`src/sv/i2cm_pkg.sv`:
```
// ----------------------------------------------------------------------------
// I2C master bit engine package
// Shared types and constants: command codes, segment numbers, config defaults.
// ----------------------------------------------------------------------------
package i2cm_pkg;

   // Command codes as carried in the action field
   typedef enum logic [2:0] {
      CMD_NONE  = 3'd0,
      CMD_START = 3'd1,
      CMD_STOP  = 3'd2,
      CMD_WRITE = 3'd3,
      CMD_READ  = 3'd4,
      CMD_ACK   = 3'd5
   } cmd_type;

   // Configuration register indexes
   localparam logic CSR_UNIT_TICKS = 1'b0;
   localparam logic CSR_ACK_WAIT   = 1'b1;

   localparam int unsigned CSR_DATA_W = 10;

   localparam logic [9:0] UNIT_TICKS_RESET = 10'd48;
   localparam logic [7:0] ACK_WAIT_RESET   = 8'd200;

   // Segment numbers; zero means no command in progress
   localparam logic [2:0] PH_IDLE  = 3'd0;
   localparam logic [2:0] PH_FIRST = 3'd1;

   localparam logic [7:0] MSB_MASK = 8'h80;

   localparam int unsigned QUEUE_DEPTH_DEFAULT = 2;

   // One classified item handed from the front to the engine
   typedef struct packed {
      cmd_type    cmd;
      logic [7:0] tx_byte;
      logic       nack_bit;
      logic       sda_line;
   } item_type;

   // Timing configuration seen by the engine
   typedef struct packed {
      logic [9:0] unit_ticks;
      logic [7:0] ack_wait_units;
   } cfg_type;

endpackage

```
`src/sv/i2cm_if.sv`:
```
// ----------------------------------------------------------------------------
// I2C master bit engine channels
// Request and response channel interfaces with valid/ready handshake.
// ----------------------------------------------------------------------------
interface i2cm_req_if;
   logic       valid;
   logic       ready;
   logic [2:0] action;
   logic [7:0] tx_byte;
   logic       nack_bit;
   logic       sda_line;

   modport source (output valid, action, tx_byte, nack_bit, sda_line, input ready);
   modport sink   (input valid, action, tx_byte, nack_bit, sda_line, output ready);
endinterface

interface i2cm_rsp_if;
   logic       valid;
   logic       ready;
   logic       scl_level;
   logic       sda_release;
   logic       busy_res;
   logic       done_res;
   logic [7:0] rx_byte;
   logic       nack_seen;

   modport source (output valid, scl_level, sda_release, busy_res, done_res, rx_byte,
                   nack_seen, input ready);
   modport sink   (input valid, scl_level, sda_release, busy_res, done_res, rx_byte,
                   nack_seen, output ready);
endinterface

```
`src/sv/i2cm_front.sv`:
```
// ----------------------------------------------------------------------------
// I2C master front end
// Accepts request beats, decodes the action and queues items for the engine.
// ----------------------------------------------------------------------------
module i2cm_front #(
   parameter int unsigned QUEUE_DEPTH = i2cm_pkg::QUEUE_DEPTH_DEFAULT
) (
   input  logic               clock,
   input  logic               reset,
   i2cm_req_if.sink           req_chan,
   output logic               head_valid,
   output i2cm_pkg::item_type head_item,
   input  logic               head_pop
);
   import i2cm_pkg::*;

   localparam int unsigned PW = (QUEUE_DEPTH > 1) ? $clog2(QUEUE_DEPTH) : 1;
   localparam int unsigned CW = $clog2(QUEUE_DEPTH + 1);

   item_type        q_mem_ff [QUEUE_DEPTH];
   logic [PW-1:0]   wr_ptr_ff, wr_ptr_in;
   logic [PW-1:0]   rd_ptr_ff, rd_ptr_in;
   logic [CW-1:0]   count_ff, count_in;
   item_type        new_item;
   logic            push;
   logic            pop;

   // Decode the action; codes with no meaning become no command
   always_comb begin
      new_item.tx_byte  = req_chan.tx_byte;
      new_item.nack_bit = req_chan.nack_bit;
      new_item.sda_line = req_chan.sda_line;
      unique case (req_chan.action)
         3'd1:    new_item.cmd = CMD_START;
         3'd2:    new_item.cmd = CMD_STOP;
         3'd3:    new_item.cmd = CMD_WRITE;
         3'd4:    new_item.cmd = CMD_READ;
         3'd5:    new_item.cmd = CMD_ACK;
         default: new_item.cmd = CMD_NONE;
      endcase
   end

   assign req_chan.ready = (count_ff < CW'(QUEUE_DEPTH));
   assign push           = req_chan.valid && req_chan.ready;
   assign pop            = head_pop && (count_ff != '0);
   assign head_valid     = (count_ff != '0);
   assign head_item      = q_mem_ff[rd_ptr_ff];

   always_comb begin
      wr_ptr_in = wr_ptr_ff;
      rd_ptr_in = rd_ptr_ff;
      if (push) begin
         wr_ptr_in = (wr_ptr_ff == PW'(QUEUE_DEPTH - 1)) ? '0 : wr_ptr_ff + 1'b1;
      end
      if (pop) begin
         rd_ptr_in = (rd_ptr_ff == PW'(QUEUE_DEPTH - 1)) ? '0 : rd_ptr_ff + 1'b1;
      end
      count_in = count_ff + CW'(push) - CW'(pop);
   end

   always_ff @(posedge clock) begin
      if (reset) begin
         wr_ptr_ff <= '0;
         rd_ptr_ff <= '0;
         count_ff  <= '0;
      end else begin
         wr_ptr_ff <= wr_ptr_in;
         rd_ptr_ff <= rd_ptr_in;
         count_ff  <= count_in;
      end
   end

   always_ff @(posedge clock) begin
      if (push) begin
         q_mem_ff[wr_ptr_ff] <= new_item;
      end
   end

   a_count_bound: assert property (@(posedge clock) disable iff (reset)
      count_ff <= CW'(QUEUE_DEPTH))
      else $error("queue count above depth");

endmodule

```
`src/sv/i2cm_engine.sv`:
```
// ----------------------------------------------------------------------------
// I2C master bit engine core
// Steps the segment timer and waveform sequencer once per queued item.
// ----------------------------------------------------------------------------
module i2cm_engine (
   input  logic               clock,
   input  logic               reset,
   input  i2cm_pkg::cfg_type  cfg,
   input  logic               head_valid,
   input  i2cm_pkg::item_type head_item,
   output logic               head_pop,
   i2cm_rsp_if.source         rsp_chan
);
   import i2cm_pkg::*;

   // Sequencer state
   logic [2:0] phase_ff, phase_in;
   logic [3:0] bit_ff, bit_in;
   logic [7:0] shift_ff, shift_in;
   logic [9:0] tick_ff, tick_in;
   logic [7:0] unit_ff, unit_in;
   logic       scl_ff, scl_in;
   logic       sda_ff, sda_in;
   logic       ack_ff, ack_in;
   cmd_type    cmd_ff, cmd_in;
   logic [7:0] rx_ff, rx_in;

   // Output register
   logic       rsp_valid_ff;
   logic       done_ff;
   logic       busy_ff;
   logic       done_in;

   logic       step;
   logic       enter;
   logic [2:0] enter_ph;
   logic [2:0] last_ph;
   logic [7:0] seg_units;
   logic [9:0] tick_reload;
   logic [7:0] ack_units;

   assign step     = head_valid && (!rsp_valid_ff || rsp_chan.ready);
   assign head_pop = step;

   assign tick_reload = (cfg.unit_ticks == '0) ? 10'd0 : cfg.unit_ticks - 10'd1;
   assign ack_units   = (cfg.ack_wait_units == '0) ? 8'd1 : cfg.ack_wait_units;

   always_comb begin
      unique case (cmd_ff)
         CMD_START: last_ph = 3'd4;
         CMD_WRITE: last_ph = 3'd7;
         CMD_READ:  last_ph = 3'd5;
         default:   last_ph = 3'd3;
      endcase
   end

   always_comb begin
      phase_in  = phase_ff;
      bit_in    = bit_ff;
      shift_in  = shift_ff;
      tick_in   = tick_ff;
      unit_in   = unit_ff;
      scl_in    = scl_ff;
      sda_in    = sda_ff;
      ack_in    = ack_ff;
      cmd_in    = cmd_ff;
      rx_in     = rx_ff;
      done_in   = 1'b0;
      enter     = 1'b0;
      enter_ph  = PH_IDLE;
      seg_units = 8'd1;

      if (phase_ff == PH_IDLE) begin
         if (head_item.cmd != CMD_NONE) begin
            cmd_in = head_item.cmd;
            bit_in = '0;
            unique case (head_item.cmd)
               CMD_WRITE: shift_in = head_item.tx_byte;
               CMD_ACK:   shift_in = {7'd0, head_item.nack_bit};
               default:   shift_in = '0;
            endcase
            enter    = 1'b1;
            enter_ph = PH_FIRST;
         end
      end else if (tick_ff != '0) begin
         tick_in = tick_ff - 10'd1;
      end else if (unit_ff != '0) begin
         unit_in = unit_ff - 8'd1;
         tick_in = tick_reload;
      end else if (cmd_ff == CMD_WRITE && phase_ff == 3'd3) begin
         // advance to the next data bit or on to the ACK slot
         shift_in = {shift_ff[6:0], 1'b0};
         bit_in   = bit_ff + 4'd1;
         enter    = 1'b1;
         enter_ph = bit_in[3] ? 3'd4 : 3'd1;
      end else if (cmd_ff == CMD_READ && phase_ff == 3'd4) begin
         bit_in = bit_ff + 4'd1;
         enter  = 1'b1;
         if (bit_in[3]) begin
            rx_in    = shift_ff;
            enter_ph = 3'd5;
         end else begin
            enter_ph = 3'd1;
         end
      end else begin
         if (cmd_ff == CMD_WRITE && phase_ff == 3'd6) begin
            ack_in = head_item.sda_line;
         end
         if (cmd_ff == CMD_READ && phase_ff == 3'd3) begin
            shift_in = {shift_ff[6:0], head_item.sda_line};
         end
         if (phase_ff >= last_ph) begin
            phase_in = PH_IDLE;
            done_in  = 1'b1;
         end else begin
            enter    = 1'b1;
            enter_ph = phase_ff + 3'd1;
         end
      end

      // Enter a segment: set line levels and load the timer
      if (enter) begin
         phase_in = enter_ph;
         unique case (cmd_in)
            CMD_START: begin
               if (enter_ph == 3'd1) begin
                  sda_in = 1'b1; seg_units = 8'd1;
               end else if (enter_ph == 3'd2) begin
                  scl_in = 1'b1; seg_units = 8'd5;
               end else if (enter_ph == 3'd3) begin
                  sda_in = 1'b0; seg_units = 8'd5;
               end else begin
                  scl_in = 1'b0; seg_units = 8'd2;
               end
            end
            CMD_STOP: begin
               if (enter_ph == 3'd1) begin
                  scl_in = 1'b0; sda_in = 1'b0; seg_units = 8'd1;
               end else if (enter_ph == 3'd2) begin
                  scl_in = 1'b1; seg_units = 8'd5;
               end else begin
                  sda_in = 1'b1; seg_units = 8'd5;
               end
            end
            CMD_ACK: begin
               if (enter_ph == 3'd1) begin
                  scl_in = 1'b0; sda_in = shift_in[0]; seg_units = 8'd3;
               end else if (enter_ph == 3'd2) begin
                  scl_in = 1'b1; seg_units = 8'd5;
               end else begin
                  scl_in = 1'b0; seg_units = 8'd2;
               end
            end
            CMD_WRITE: begin
               if (enter_ph == 3'd1) begin
                  scl_in = 1'b0; sda_in = |(shift_in & MSB_MASK); seg_units = 8'd2;
               end else if (enter_ph == 3'd2) begin
                  scl_in = 1'b1; seg_units = 8'd5;
               end else if (enter_ph == 3'd3) begin
                  scl_in = 1'b0; seg_units = 8'd5;
               end else if (enter_ph == 3'd4) begin
                  seg_units = 8'd2;
               end else if (enter_ph == 3'd5) begin
                  sda_in = 1'b1; seg_units = 8'd2;
               end else if (enter_ph == 3'd6) begin
                  scl_in = 1'b1; seg_units = ack_units;
               end else begin
                  scl_in = 1'b0; seg_units = 8'd2;
               end
            end
            default: begin
               if (enter_ph == 3'd1) begin
                  sda_in = 1'b1; seg_units = 8'd1;
               end else if (enter_ph == 3'd2) begin
                  scl_in = 1'b0; seg_units = 8'd5;
               end else if (enter_ph == 3'd3) begin
                  scl_in = 1'b1; seg_units = 8'd2;
               end else if (enter_ph == 3'd4) begin
                  seg_units = 8'd2;
               end else begin
                  scl_in = 1'b0; seg_units = 8'd2;
               end
            end
         endcase
         unit_in = seg_units - 8'd1;
         tick_in = tick_reload;
      end
   end

   always_ff @(posedge clock) begin
      if (reset) begin
         phase_ff     <= PH_IDLE;
         bit_ff       <= '0;
         shift_ff     <= '0;
         tick_ff      <= '0;
         unit_ff      <= '0;
         scl_ff       <= 1'b1;
         sda_ff       <= 1'b1;
         ack_ff       <= 1'b0;
         cmd_ff       <= CMD_NONE;
         rx_ff        <= '0;
         rsp_valid_ff <= 1'b0;
      end else begin
         if (step) begin
            phase_ff <= phase_in;
            bit_ff   <= bit_in;
            shift_ff <= shift_in;
            tick_ff  <= tick_in;
            unit_ff  <= unit_in;
            scl_ff   <= scl_in;
            sda_ff   <= sda_in;
            ack_ff   <= ack_in;
            cmd_ff   <= cmd_in;
            rx_ff    <= rx_in;
         end
         if (step) begin
            rsp_valid_ff <= 1'b1;
         end else if (rsp_chan.ready) begin
            rsp_valid_ff <= 1'b0;
         end
      end
   end

   always_ff @(posedge clock) begin
      if (step) begin
         done_ff <= done_in;
         busy_ff <= (phase_in != PH_IDLE);
      end
   end

   assign rsp_chan.valid       = rsp_valid_ff;
   assign rsp_chan.scl_level   = scl_ff;
   assign rsp_chan.sda_release = sda_ff;
   assign rsp_chan.busy_res    = busy_ff;
   assign rsp_chan.done_res    = done_ff;
   assign rsp_chan.rx_byte     = rx_ff;
   assign rsp_chan.nack_seen   = ack_ff;

   a_done_not_busy: assert property (@(posedge clock) disable iff (reset)
      (rsp_valid_ff && done_ff) |-> !busy_ff)
      else $error("done beat still reports busy");

   a_bit_bound: assert property (@(posedge clock) disable iff (reset)
      bit_ff <= 4'd8)
      else $error("bit index past eight");

   a_start_phase: assert property (@(posedge clock) disable iff (reset)
      (cmd_ff == CMD_START || cmd_ff == CMD_STOP || cmd_ff == CMD_ACK) |-> phase_ff <= 3'd4)
      else $error("short waveform ran past its last segment");

endmodule

```
`src/sv/i2c_master_bit_engine_top.sv`:
```
// A request beat goes into the front queue, then into the response register.
// Throughput: one beat per cycle if responses are taken; one step per beat.
// Each beat is one bus timing tick; SCL/SDA segments last units * unit_ticks beats.
// Reset (synchronous, active high): bus idle with SCL and SDA released, queue empty,
// unit_ticks 48, ack_wait_units 200, rx_byte and nack_seen cleared.
// ----------------------------------------------------------------------------
// I2C master bit engine top
// Front queue decodes commands; the engine drives the SCL/SDA waveforms.
// ----------------------------------------------------------------------------
module i2c_master_bit_engine_top #(
   parameter int unsigned QUEUE_DEPTH = i2cm_pkg::QUEUE_DEPTH_DEFAULT
) (
   input  logic                            clock,
   input  logic                            reset,
   i2cm_req_if.sink                        req_chan,
   i2cm_rsp_if.source                      rsp_chan,
   input  logic                            csr_we,
   input  logic                            csr_index,
   input  logic [i2cm_pkg::CSR_DATA_W-1:0] csr_wdata
);
   import i2cm_pkg::*;

   cfg_type  cfg_ff;
   cfg_type  cfg_in;
   logic     head_valid;
   item_type head_item;
   logic     head_pop;

   // Register writes: take the low bits of the write data for the narrower register
   always_comb begin
      cfg_in = cfg_ff;
      if (csr_we) begin
         unique case (csr_index)
            CSR_UNIT_TICKS: cfg_in.unit_ticks     = csr_wdata;
            CSR_ACK_WAIT:   cfg_in.ack_wait_units = csr_wdata[7:0];
            default:        cfg_in = cfg_ff;
         endcase
      end
   end

   always_ff @(posedge clock) begin
      if (reset) begin
         cfg_ff.unit_ticks     <= UNIT_TICKS_RESET;
         cfg_ff.ack_wait_units <= ACK_WAIT_RESET;
      end else begin
         cfg_ff <= cfg_in;
      end
   end

   // Front: accept beats, decode the action and buffer them
   i2cm_front #(
      .QUEUE_DEPTH (QUEUE_DEPTH)
   ) u_front (
      .clock      (clock),
      .reset      (reset),
      .req_chan   (req_chan),
      .head_valid (head_valid),
      .head_item  (head_item),
      .head_pop   (head_pop)
   );

   // Back: advance the waveform one tick per beat and hold the response beat
   i2cm_engine u_engine (
      .clock      (clock),
      .reset      (reset),
      .cfg        (cfg_ff),
      .head_valid (head_valid),
      .head_item  (head_item),
      .head_pop   (head_pop),
      .rsp_chan   (rsp_chan)
   );

endmodule

```
`src/flat_wrapper.sv`:
```
// flat-port wrapper written by rule: the top's interface ports become plain ports
module i2c_master_bit_engine_top_flat import i2cm_pkg::*;
#(
   parameter int unsigned QUEUE_DEPTH = i2cm_pkg::QUEUE_DEPTH_DEFAULT
)
  (clock, reset, csr_we, csr_index, csr_wdata, req_chan_valid, req_chan_action, req_chan_tx_byte, req_chan_nack_bit, req_chan_sda_line, req_chan_ready, rsp_chan_valid, rsp_chan_scl_level, rsp_chan_sda_release, rsp_chan_busy_res, rsp_chan_done_res, rsp_chan_rx_byte, rsp_chan_nack_seen, rsp_chan_ready);
  i2cm_req_if req_chan_i ();
  i2cm_rsp_if rsp_chan_i ();
  input  logic clock;
  input  logic reset;
  input  logic csr_we;
  input  logic csr_index;
  input  logic [i2cm_pkg::CSR_DATA_W-1:0] csr_wdata;
  input wire logic [$bits(req_chan_i.valid)-1:0] req_chan_valid;
  input wire logic [$bits(req_chan_i.action)-1:0] req_chan_action;
  input wire logic [$bits(req_chan_i.tx_byte)-1:0] req_chan_tx_byte;
  input wire logic [$bits(req_chan_i.nack_bit)-1:0] req_chan_nack_bit;
  input wire logic [$bits(req_chan_i.sda_line)-1:0] req_chan_sda_line;
  output wire logic [$bits(req_chan_i.ready)-1:0] req_chan_ready;
  output wire logic [$bits(rsp_chan_i.valid)-1:0] rsp_chan_valid;
  output wire logic [$bits(rsp_chan_i.scl_level)-1:0] rsp_chan_scl_level;
  output wire logic [$bits(rsp_chan_i.sda_release)-1:0] rsp_chan_sda_release;
  output wire logic [$bits(rsp_chan_i.busy_res)-1:0] rsp_chan_busy_res;
  output wire logic [$bits(rsp_chan_i.done_res)-1:0] rsp_chan_done_res;
  output wire logic [$bits(rsp_chan_i.rx_byte)-1:0] rsp_chan_rx_byte;
  output wire logic [$bits(rsp_chan_i.nack_seen)-1:0] rsp_chan_nack_seen;
  input wire logic [$bits(rsp_chan_i.ready)-1:0] rsp_chan_ready;
  assign req_chan_i.valid = req_chan_valid;
  assign req_chan_i.action = req_chan_action;
  assign req_chan_i.tx_byte = req_chan_tx_byte;
  assign req_chan_i.nack_bit = req_chan_nack_bit;
  assign req_chan_i.sda_line = req_chan_sda_line;
  assign req_chan_ready = req_chan_i.ready;
  assign rsp_chan_valid = rsp_chan_i.valid;
  assign rsp_chan_scl_level = rsp_chan_i.scl_level;
  assign rsp_chan_sda_release = rsp_chan_i.sda_release;
  assign rsp_chan_busy_res = rsp_chan_i.busy_res;
  assign rsp_chan_done_res = rsp_chan_i.done_res;
  assign rsp_chan_rx_byte = rsp_chan_i.rx_byte;
  assign rsp_chan_nack_seen = rsp_chan_i.nack_seen;
  assign rsp_chan_i.ready = rsp_chan_ready;
  i2c_master_bit_engine_top #(.QUEUE_DEPTH(QUEUE_DEPTH)) u_core (.clock(clock), .reset(reset), .req_chan(req_chan_i), .rsp_chan(rsp_chan_i), .csr_we(csr_we), .csr_index(csr_index), .csr_wdata(csr_wdata));
endmodule
```
`config.mk`:
```
export PLATFORM = sky130hd
export DESIGN_NAME = i2c_master_bit_engine_top_flat
export DESIGN_NICKNAME = d
export VERILOG_FILES = /design/src/sv/i2cm_pkg.sv /design/src/sv/i2cm_if.sv /design/src/sv/i2cm_front.sv /design/src/sv/i2cm_engine.sv /design/src/sv/i2c_master_bit_engine_top.sv /design/src/flat_wrapper.sv
export SDC_FILE = /design/constraint.sdc
export NUM_CORES = 1
export LEC_CHECK = 0
export ABC_AREA = 1
export BUFFER_PORTS_ARGS = -buffer_cell sky130_fd_sc_hd__buf_2
export CELL_PAD_IN_SITES_DETAIL_PLACEMENT = 0
export CELL_PAD_IN_SITES_GLOBAL_PLACEMENT = 2
export CORE_ASPECT_RATIO = 0.6
export CORE_UTILIZATION = 38
export DETAILED_ROUTE_END_ITERATION = 10
export PLACE_DENSITY_LB_ADDON = 0.12
export SYNTH_ARGS = -nofsm -noshare
export SYNTH_HDL_FRONTEND = slang
export SYNTH_SLANG_ARGS = --single-unit
export TNS_END_PERCENT = 20
```
`constraint.sdc`:
```
create_clock -name clock -period 4.8 [get_ports clock]
set_clock_uncertainty 0.2 [all_clocks]
set_input_delay 0.48 -clock clock [delete_from_list [all_inputs] [get_ports clock]]
set_output_delay 0.48 -clock clock [all_outputs]
set_load 0.1 [all_outputs]
```
Yosys cells after proc, flatten, opt, wreduce, memory -nomap -nowiden
Memories as Yosys holds them, arrays and structs flattened. A register that Yosys moved wholly into a read port is not among the register bits.
Index checks and enable logic that the tools add are counted.
- $add $sub $neg: 10
- order comparisons: 2
- eq/ne operators: 44
- multiplexer cells: 106
- bitwise gates (word level): 6
- reduce and logical (&&, ||, !) cells: 34
- operators with widths (operator ; number):
    $mux 8 ; 20
    $mux 3 ; 23
    $mux 10 ; 5
    $mux 1 ; 46
    $pmux 8 s4 ; 1
    $eq 3x3->1 const B ; 10
    $ne 3x3->1 const B ; 10
    $eq 3x2->1 const B ; 9
    $mux 4 ; 6
    $sub 10x1->10 const B ; 2
    $pmux 8 s2 ; 1
    $sub 8x1->8 const B ; 2
    $pmux 3 s5 ; 1
    $reduce_bool 3->1 ; 5
    $reduce_and 7->1 ; 2
    $eq 3x1->1 const B ; 4
    $ne 2x2->1 const B ; 6
    $reduce_and 11->1 ; 1
    $logic_not 10->1 ; 1
    $ne 5x5->1 const B ; 2
    $reduce_bool 10->1 ; 1
    $pmux 3 s3 ; 1
    $reduce_and 9->1 ; 1
    $logic_not 8->1 ; 1
    other kinds (25) ; 41
- flip-flop bits (word level): 72
- bits in writable memories: 26
- bits of input ports: 29
- output and inout bits: 15
- memories kept: 1
- memories (name ; depth ; width ; rd ports ; clocked after Yosys merged registers in ; wr ports ; line ; RTL):
    u_core.u_front.q_mem_ff ; 2 ; 13 ; 1 ; 1 ; 1 ; i2cm_front.sv:20 ; item_type q_mem_ff [QUEUE_DEPTH];

Longest topological paths before layout
Gate-level depths: netlist (run 1).
- depth after elaboration: 20
- depth in mapped cells: 27
- mapped depth without buffers: 27

By module
Synthesis (run 1) repeated with hierarchy kept, for this count alone.
- cell total of the unflattened synthesis: 735
- area total of the unflattened synthesis: 5649.2 um^2
- by module, submodules not included (module ; times used ; cells each ; area an instance (um^2) ; seq. area each (um^2)):
    i2cm_engine ; 1 ; 558 ; 3686.0 ; 1021.0
    i2cm_front ; 1 ; 79 ; 1256.2 ; 880.8
    i2c_master_bit_engine_top ; 1 ; 98 ; 706.9 ; 360.3

Worst setup path after synthesis (run 1)
OpenSTA, ideal clock, no wires.
- path kind: register to register
- start: register u_core.u_engine.cmd_ff[0]
- end: register u_core.u_engine.unit_ff[2]
- library setup time: 0.119 ns
- data arrival time: 2.840 ns
- data required time: 4.481 ns
- setup slack: 1.641 ns
- cell stages (with the launch flop): 23
- path through: dfxtp_1 nor2_1 nand2_1 a21boi_0 ha_1 a21oi_1 nand2_1 inv_1 nand3_1 nand3b_1 nor2_1 nand2_1 nand2_1 nand2_1 nand3_1 nand2_1 nand2_1 inv_1 ha_1 nand2_1 inv_2 o31ai_1 inv_1
- word-level cells in the longest chain between the ends: 20
- ends and longest elaborated chain (item ; line ; RTL):
    start: declaration ; i2cm_engine.sv:25 ; cmd_type cmd_ff, cmd_in;
    start signal: assignment ; i2cm_engine.sv:213 ; cmd_ff <= cmd_in;
    $eq 3x3->1 (tied with other cells) ; i2cm_engine.sv:49, i2cm_engine.sv:96 ;
    $pmux 3 s3 ; i2cm_engine.sv:49 ; unique case (cmd_ff)
    $ge 3x3->1 ; i2cm_engine.sv:112 ; if (phase_ff >= last_ph) begin
    $mux 3 ; i2cm_engine.sv:112 ;
    $mux 3 ; i2cm_engine.sv:96 ; end else if (cmd_ff == CMD_READ && phase_ff == 3'd4) begin
    $mux 3 ; i2cm_engine.sv:90 ; end else if (cmd_ff == CMD_WRITE && phase_ff == 3'd3) begin
    $mux 3 ; i2cm_engine.sv:87 ; end else if (unit_ff != '0) begin
    $mux 3 ; i2cm_engine.sv:85 ; end else if (tick_ff != '0) begin
    [... 4 more ...] ; n/a ;
    $mux 8 ; i2cm_engine.sv:161 ; end else if (enter_ph == 3'd4) begin
    $mux 8 ; i2cm_engine.sv:159 ; end else if (enter_ph == 3'd3) begin
    $mux 8 ; i2cm_engine.sv:157 ; end else if (enter_ph == 3'd2) begin
    $mux 8 ; i2cm_engine.sv:155 ; if (enter_ph == 3'd1) begin
    $pmux 8 s4 ; i2cm_engine.sv:124 ; unique case (cmd_in)
    $mux 8 ; i2cm_engine.sv:122 ; if (enter) begin
    $sub 8x1->8 ; i2cm_engine.sv:185 ; unit_in = seg_units - 8'd1;
    $mux 8 ; i2cm_engine.sv:122 ;
    end signal: assignment ; i2cm_engine.sv:209 ; unit_ff <= unit_in;
    end: declaration ; i2cm_engine.sv:21 ; logic [7:0] unit_ff, unit_in;
Several ways; a longest one is shown, not always the timed one. The select of a mux whose other input is x is not followed.
A chain may end at the register's enable or synchronous reset.

Worst setup path after layout (run 1)
Same ends and word-level chain as after synthesis.

==> results of run 1 <==
[flip-flops by register name, indices dropped and copies added (netlist names), 2 cells and up, named ones only]
register                          cells
u_core.u_engine.bit_ff                4
u_core.u_front.count_ff               2
u_core.u_engine.phase_ff              3
u_core.u_engine.rsp_chan.rx_byte      8
u_core.u_engine.tick_ff              10
u_core.u_engine.unit_ff               8
u_core.u_front.q_mem_ff              26
u_core.u_engine.shift_ff              8
u_core.cfg_ff                        18
u_core.u_engine.cmd_ff                3
[cell type report]
class                      count  area, um^2  area share (%)
sequential                    99        2260            36.1
clock buffer                  10         250            3.99
tap                          192         240            3.83
multi-input combinational    517        2760            43.9
timing repair buffer          47         245            3.91
clock inverter                 6        56.3           0.898
inverter                     123         463            7.38
[final timing paths]
path	start	endpoint	slack [ns]	cells after the start
setup / recovery	u_core.u_engine.cmd_ff[0]	u_core.u_engine.unit_ff[2]	1.12	21
hold / removal	req_chan_tx_byte[3]	u_core.u_front.q_mem_ff[1][5]	0.12	1
setup reg to reg	u_core.u_engine.cmd_ff[0]	u_core.u_engine.unit_ff[2]	1.12	21
hold reg to reg	u_core.u_engine.rsp_chan.rx_byte[2]	u_core.u_engine.rsp_chan.rx_byte[2]	0.25	2
[through the flow]
stage          util (%)  instance area (um^2)  total power, mW  instances
6_report           44.9                  6270             4.81        994
5_1_grt            44.9                  6270             5.22        994
4_1_cts            44.9                  6270             4.81        994
3_5_place_dp       42.7                  5970             4.04        978
3_3_place_gp       42.7                  5970             4.06        978
2_1_floorplan         -                  5540             3.38        755
[placed cells by master, fill, tap and decap left out, types with 3 or more instances in the layout]
cell type | netlist | layout
a31oi_1 | 9 | 9
o21ai_0 | 70 | 70
nand4_1 | 8 | 8
nor2_2 | 7 | 7
nor2_4 | 3 | 3
ha_1 | 15 | 15
a211oi_1 | 4 | 4
buf_2 | 0 | 43
nand3_2 | 4 | 4
o21ai_2 | 3 | 3
nand2_1 | 127 | 127
nand3_1 | 48 | 48
a21oi_1 | 64 | 64
nand2_2 | 12 | 12
nor3_1 | 11 | 11
clkinv_1 | 3 | 4
clkbuf_16 | 0 | 10
inv_1 | 107 | 107
inv_2 | 12 | 12
o211ai_1 | 13 | 13
nand2_4 | 3 | 3
xor2_1 | 5 | 5
buf_4 | 0 | 4
dfxtp_1 | 71 | 71
o31ai_1 | 3 | 3
edfxtp_1 | 28 | 28
nor2_1 | 82 | 82
[where the power goes]
| group | total (mW) | internal, mW | switching (mW) |
|---|---|---|---|
| sequential | 1.25 | 1.08 | 0.168 |
| clock | 0.752 | 0.393 | 0.359 |
| combinational | 2.81 | 0.810 | 2.00 |
[logic make-up after synthesis]
logic type | Yosys count | synth area share [%]
AOI/OAI and AO/OA | 183 | 19.2
xor gates and xnor gates | 6 | 0.949
adders and majority gates | 15 | 3.39
buffers and inverters | 139 | 9.44
DFF | 99 | 40.8
and+or+nand+nor | 313 | 26.2
[worst register-to-register path: stages, from the launching register on]
cell and delay [ns]:
dfxtp_1 0.48, nor2_1 0.13, nand2_1 0.11, a21boi_0 0.19
ha_1 0.27, a21oi_1 0.30, nand3_1 0.19, nor2_1 0.12
nand4_1 0.08, nor2_1 0.15, nand3_1 0.20, nand3_1 0.12
nand2_1 0.06, nand3_1 0.06, nand2_1 0.05, nand2_1 0.16
inv_1 0.07, ha_1 0.21, nand2_1 0.10, inv_2 0.06
o31ai_1 0.19, inv_1 0.05
[metal layers]
metal	GRT usage, %	vias to the layer above	part of all wire, %
li1	-	2594	-
met2	29.5	152	36
met1	33.8	2360	57
met5	0	-	0
met3	4.32	10	6.0
met4	4.37	0	0.75
==> metrics.md, run 1 <==
| Metric | Value |
|---|---|
| Placer Congestion | `0.870` |
| Iteration-0 DRC Markers | `382` |
| Slew Viols, Final | `0` |
| Synth area leader | `dfxtp_1` |
| Input/output buffers | `43` |
| #FFs+latches synth | `99` |
| Vias per inst | `5.15` |
| Clock Path Buffers | `2` |
| Clock sinks | `99` |
| Layout Nets | `841` |
| Mapped cell area | `5540 um^2` |
| Max-Cap Viols | `0` |
| Layout fillers | `1,456` |
| CP Capture Type | `register` |
| CP startpoint kind | `register` |
| I/O Pins | `44` |
| Post-synth EDFFs | `28` |
| Most frequent cell on the critical path | `nand2_1` |
| TritonCTS Buffers | `9` |
| Leakage | `approximately 2.8 nW` |
| CTS tree | `done` |
| CP Class | `reg2reg` |
| Post-synthesis async set-or-reset flop share | `0%` |
| Final worst slack | `~1.1 ns` |
| Largest fanout on the critical path | `7` |
| RSZ-0062 raised after global routing | `false` |
| DIE HEIGHT | `95.5 um` |
| Top-area cell type share of the netlist area | `25.7%` |
| CTS resizes | `0` |
| Largest stage delay on the critical path | `0.48 ns` |
| Mapped Cells | `755` |
| Clock slew at reported path FFs | `0.08 ns` |
| Largest net degree at the start of global routing | `28` |
| Final WL | `15.4 mm` |
| Rel. slew slack | `54.3%` |
| # diodes | `0` |
| Minimum clock period | `between 3 and 4 ns` |
| Top_reg_cell synth | `dfxtp_1` |
| Crit path max-delay family | `simple AND/OR/NAND/NOR gates` |
| FP Rows | `33` |
| Worst EP arrival | `approximately 3.7 ns` |
| # DRC | `0` |
| Final Cycle Share | `76.6%` |
| Die ar. | `15,100 um^2` |
| Area Overhead vs Synth | `13.2%` |
| Total GRT Usage | `21.6%` |
| Most numerous cell in the Yosys netlist | `nand2_1` |
| Critical Path RT | `4.84 ns` |
| Least-Margin Pin Slew | `0.683 ns` |
| Drt first pass iters | `5` |
| Power Density | `around 770 nW/um^2` |
| Status | `complete, no violations` |
| Initial Util | `39.7%` |
| # Post-CTS Setup Buffers | `0` |
| Synth area leaders | `dfxtp_1, edfxtp_1, nand2_1` |
| Final Hold Viols | `0` |
| Clock Latency Late Sink | `0.35 ns` |
| Vias in the first global route | `4,626` |
| Hold Path Class | `in2reg` |
| Synth cell count leaders | `nand2_1, inv_1, nor2_1, dfxtp_1, o21ai_0` |
| Max Freq | `between 0.2 and 0.3 GHz` |
| Final antenna-violating net count | `0` |
| Unique masters post-synth | `48` |
| Max VDD drop | `slightly below 0.0003 V` |
| Antenna violations before repair | `0` |
| Vias post-DR | `5,116` |
| Setup-failing EPs final | `0` |
| WP buf/inv | `3` |
| Avg Synthesized Cell Area | `7.34 um^2` |
| Wirelength per Cell | `15.5 um` |
| Grt ovf | `0` |
| WHS | `between 0.1 and 0.15 ns` |
| Final setup TNS | `0 ns` |
| H-tree depth | `3` |
| Synthesis Warnings | `0` |
| Sequential share of the synthesized area | `40.8%` |
| Cell with the largest stage delay on the worst path | `dfxtp_1` |
| Share of post-route cells with drive strength above 1 | `between 10 and 15%` |
| CORE AREA | `14,000 um^2` |
| Post-DP HPWL | `11.7 mm` |
| Net Count, Synth | `approximately 800` |
| Worst slack, placed | `1.25 ns` |
| Crit path cell chain | `nor2_1 -> nand2_1 -> a21boi_0 -> ha_1 -> a21oi_1 -> nand3_1 -> nor2_1 -> nand4_1 -> nor2_1 -> nand3_1 -> nand3_1 -> nand2_1 -> nand3_1 -> nand2_1 -> nand2_1 -> inv_1 -> ha_1 -> nand2_1 -> inv_2 -> o31ai_1 -> inv_1` |
| Root Driver | `clkbuf_16` |
| Die W | `158 um` |
| Global-route wire length before repair | `24.7 mm` |
| # hold bufs at CTS | `0` |
Power figures use the tool's default switching activity.
==> run 2, diff against run 1 <==
--- a/config.mk
+++ b/config.mk
@@ -5,12 +5,12 @@
 export SDC_FILE = /design/constraint.sdc
 export NUM_CORES = 1
 export LEC_CHECK = 0
-export ABC_AREA = 1
+export ABC_AREA = 0
 export BUFFER_PORTS_ARGS = -buffer_cell sky130_fd_sc_hd__buf_2
 export CELL_PAD_IN_SITES_DETAIL_PLACEMENT = 0
 export CELL_PAD_IN_SITES_GLOBAL_PLACEMENT = 2
 export CORE_ASPECT_RATIO = 0.6
-export CORE_UTILIZATION = 38
+export CORE_UTILIZATION = 34
 export DETAILED_ROUTE_END_ITERATION = 10
 export PLACE_DENSITY_LB_ADDON = 0.12
 export SYNTH_ARGS = -nofsm -noshare
==> constraint.sdc (replaced) <==
create_clock -name clock -period 3.3 [get_ports clock]
set_clock_uncertainty 0.2 [all_clocks]
set_input_delay 0.33 -clock clock [delete_from_list [all_inputs] [get_ports clock]]
set_output_delay 0.33 -clock clock [all_outputs]
set_load 0.1 [all_outputs]
==> run 2 against run 1 <==
  * The flow now finishes with violations (negative setup slack)
  * Fmax up 2.5%
  * Critical path depth down 6
  * Die area grew 9.1%
  * Utilization grew 1.5 points
==> metrics.md, run 2 <==
| Metric | Value |
|---|---|
| Die ar. | `16,500 um^2 (was 15,100 um^2)` |
| #FFs+latches synth | `99 (unchanged)` |
| Final std cells w/o fill | `971 (was 994)` |
| Layout Nets | `807 (was 841)` |
| Initial Util | `35.0% (was 39.7%)` |
| Grt ovf | `0 (unchanged)` |
| Input/output buffers | `43 (unchanged)` |
| Die W | `165 um (was 158 um)` |
| H-tree depth | `3 (unchanged)` |
| Net Count, Synth | `660 (was 799)` |
| Critical Path RT | `3.34 ns (was 4.84 ns)` |
| Most frequent cells in the layout | `buf_4, nand2_1, nor2_1 (was nand2_1, inv_1, nor2_1)` |
| Setup-failing EPs final | `8 (was 0)` |
| # DRC | `0 (unchanged)` |
| Finished Core Util | `46.4% (was 44.9%)` |
| Failing checks | `negative setup slack` |
| Synth cell count leaders | `nand2_1, nor2_1, dfxtp_1, a21oi_1, edfxtp_1 (was nand2_1, inv_1, nor2_1, dfxtp_1, o21ai_0)` |
| Slew Viols, Final | `0 (unchanged)` |
| Minimum clock period | `3.59 ns (was 3.68 ns)` |
| Total GRT Usage | `20.2% (was 21.6%)` |
| Antenna violations before repair | `0 (unchanged)` |
| Max-Cap Viols | `0 (unchanged)` |
| Clock sinks | `99 (unchanged)` |
| Vias per inst | `5.32 (was 5.15)` |
| Cell with the largest stage delay on the worst path | `dfxtp_4 (was dfxtp_1)` |
| Placer Congestion | `0.835 (was 0.870)` |
| CP startpoint kind | `register (unchanged)` |
| Leading cell type in the layout, fill and taps excluded | `buf_4 (was nand2_1)` |
| Most numerous cell in the Yosys netlist | `nand2_1 (unchanged)` |
| Fin area | `7170 um^2 (was 6270 um^2)` |
| Top-area cell type share of the netlist area | `26.2% (was 25.7%)` |
| Synth area leaders | `dfxtp_1, edfxtp_1, nand2_1 (unchanged)` |
| Worst slack, placed | `-0.227 ns (was 1.25 ns)` |
| Wirelength per Cell | `16.5 um (was 15.5 um)` |
| Worst EP arrival | `3.63 ns (was 3.72 ns)` |
| WP buf/inv | `2 (was 3)` |
| Mapped Cells | `616 (was 755)` |
| FP Rows | `35 (was 33)` |
| Synth area leader | `dfxtp_1 (unchanged)` |
| Share of post-route cells with drive strength above 1 | `30.1% (was 14.6%)` |
| Least-Margin Pin Slew | `0.706 ns (was 0.683 ns)` |
| RSZ-0062 raised after global routing | `true (was false)` |
| Clock Latency Late Sink | `0.35 ns (about the same)` |
| Register-to-register setup slack | `-0.29 ns (was 1.12 ns)` |
| Final antenna-violating net count | `0 (unchanged)` |
| Max Freq | `0.279 GHz (was 0.272 GHz)` |
| CTS tree | `done (unchanged)` |
| Most flops, register | `u_core.u_front.q_mem_ff (unchanged)` |
| DIE HEIGHT | `99.8 um (was 95.5 um)` |
| Mapped cell area | `5420 um^2 (was 5540 um^2)` |
| Unique masters post-synth | `81 (was 48)` |
| Synthesis Warnings | `0 (unchanged)` |
| CP Class | `reg2reg (unchanged)` |
| Largest fanout on the critical path | `6 (was 7)` |
| Biggest registers after layout | `u_core.u_front.q_mem_ff: 26 flops, u_core.cfg_ff: 18 flops, u_core.u_engine.tick_ff: 10 flops (unchanged)` |
| Max VDD drop | `0.000532 V (was 0.000294 V)` |
| Largest stage delay on the critical path | `0.38 ns (was 0.48 ns)` |
| CORE AREA | `15,500 um^2 (was 14,000 um^2)` |
| Clock Path Buffers | `2 (unchanged)` |
| Global-route wire length before repair | `25.4 mm (was 24.7 mm)` |
| Area Overhead vs Synth | `32.5% (was 13.2%)` |
| Vias post-DR | `5,170 (was 5,116)` |
| Sequential share of the synthesized area | `41.8% (was 40.8%)` |
| Final worst slack | `-0.289 ns (was 1.12 ns)` |
| CP Capture Type | `register (unchanged)` |
| Iteration-0 DRC Markers | `392 (was 382)` |
| Final WL | `16.1 mm (was 15.4 mm)` |
| Post-synthesis async set-or-reset flop share | `0% (unchanged)` |
| Final setup TNS | `-1.68 ns (was 0 ns)` |
| Hold Path Class | `in2reg (unchanged)` |
| Leakage | `2.93 nW (was 2.79 nW)` |
| Vias in the first global route | `4,789 (was 4,626)` |
| Crit path cell chain | `nor3b_4 -> nor2_1 -> ha_1 -> a21oi_2 -> buf_4 -> o211a_1 -> mux2_4 -> o31ai_4 -> buf_4 -> o21ai_2 -> a32o_2 -> ha_4 -> nand4_1 -> mux2_4 -> a31o_1 (was nor2_1 -> nand2_1 -> a21boi_0 -> ha_1 -> a21oi_1 -> nand3_1 -> nor2_1 -> nand4_1 -> nor2_1 -> nand3_1 -> nand3_1 -> nand2_1 -> nand3_1 -> nand2_1 -> nand2_1 -> inv_1 -> ha_1 -> nand2_1 -> inv_2 -> o31ai_1 -> inv_1)` |
| Avg Synthesized Cell Area | `8.79 um^2 (was 7.34 um^2)` |
| Post-DP HPWL | `12.1 mm (was 11.7 mm)` |
| Post-Place Cells | `934 (was 978)` |
| Final Hold Viols | `0 (unchanged)` |
| TritonCTS Buffers | `9 (unchanged)` |
| Largest register FFs | `26 (unchanged)` |
| Root Driver | `clkbuf_16 (unchanged)` |
| Clock slew at reported path FFs | `0.07 ns (was 0.08 ns)` |
| Cell Area, Placed | `6560 um^2 (was 5970 um^2)` |
| I/O Pins | `44 (unchanged)` |
| Power Density | `984 nW/um^2 (was 767 nW/um^2)` |
| Rel. slew slack | `53.0% (was 54.3%)` |
| # diodes | `0 (unchanged)` |
| Top_reg_cell synth | `dfxtp_1 (unchanged)` |
| Drt first pass iters | `5 (unchanged)` |
| Largest net degree at the start of global routing | `34 (was 28)` |
| Final Cycle Share | `109% (was 76.6%)` |
| Post-synth EDFFs | `28 (unchanged)` |
| Crit path max-delay family | `compound AO/OA/AOI/OAI gates (was simple AND/OR/NAND/NOR gates)` |
| Status | `complete, but fails checks (was complete, no violations)` |
==> run 2: changes by cell type in the layout (fill, tap and decap cells not counted), moves of 9 or more <==
| cell | before | now |
|---|---|---|
| buf_4 | 4 | 107 |
| inv_1 | 107 | 18 |
| o21ai_0 | 70 | 16 |
| nand2_1 | 127 | 82 |
| nand3_1 | 48 | 18 |
| mux2i_1 | 0 | 23 |
| a21oi_1 | 64 | 43 |
| dlygate4sd3_1 | 0 | 10 |
| inv_2 | 12 | 2 |
| nand2_2 | 12 | 2 |
| a22oi_1 | 0 | 9 |
| nor2_1 | 82 | 73 |
==> run 2: logic make-up (layout without fill, tap and decap cells) <==
family,count (synthesis),count (layout),share of synthesized area (%)
flip-flops,99,99,41.8
adder cells (fa/ha/maj),15,15,3.47
AO/OA/AOI/OAI,160,160,20.6
multiplexers,27,27,5.15
XOR/XNOR,13,13,2.10
AND/OR/NAND/NOR,253,253,23.1
buffers and inverters,49,201,3.77
==> run 2: area by class of cell <==
| class | count | area, um^2 |
|---|---|---|
| clock inverters | 7 | 70.1 |
| inverters | 21 | 78.8 |
| well taps | 203 | 254 |
| fillers | 1516 | 8280 |
| repair buffers | 164 | 1160 |
| multi-input cells | 468 | 3110 |
| flip-flops and latches | 99 | 2270 |
| clock buffers | 9 | 225 |
==> run 2: power breakdown <==
group	switching, mW	internal [mW]	leakage, nW
clock network	0.511	0.533	0.142
logic	2.33	1.94	1.94
registers	0.218	1.53	0.845
==> run 2: repair_timing <==
action	4_1_cts	5_1_grt
endpoints found under the setup margin	18	17
gates resized for setup	20	15
hold buffers	10	0
buffers inserted	6	5
endpoints found under the hold margin	20	0
pin swaps	7	16
==> run 2: metrics by stage <==
stage	power (mW)	hold slack, ns
6_report	7.06	0.0167
5_1_grt	7.55	0.0206
4_1_cts	6.85	0.00278
3_5_place_dp	5.57	0.261
3_3_place_gp	5.54	0.243
2_1_floorplan	4.06	0.229
==> run 2: final timing paths <==
path                                                 from                    endpoint  cells past startpoint
worst max register to register  u_core.u_engine.cmd_ff[2]  u_core.u_engine.unit_ff[6]                     15
worst min-delay path                         csr_wdata[8]           u_core.cfg_ff[16]                      3
worst max-delay path            u_core.u_engine.cmd_ff[2]  u_core.u_engine.unit_ff[6]                     15
worst min register to register           u_core.cfg_ff[0]            u_core.cfg_ff[0]                      2
==> run 2: layer usage <==
metal  GRT usage [%]  part of all wire, %  vias up
met5               0                    0        -
met4            4.45                  1.1        0
met3            4.13                  5.9       14
met2            26.8                   39      128
met1            32.4                   54     2472
li1                -                    -     2556
==> run 2: worst reg2reg max path, cell delays in order (launching register included) <==
cell and delay (ns):
dfxtp_4 0.38, nor3b_4 0.20, nor2_1 0.08, ha_1 0.35, a21oi_2 0.10, buf_4 0.14
o211a_1 0.14, mux2_4 0.30, o31ai_4 0.38, buf_4 0.18, o21ai_2 0.04, a32o_2 0.27
ha_4 0.17, nand4_1 0.08, mux2_4 0.30, a31o_1 0.18
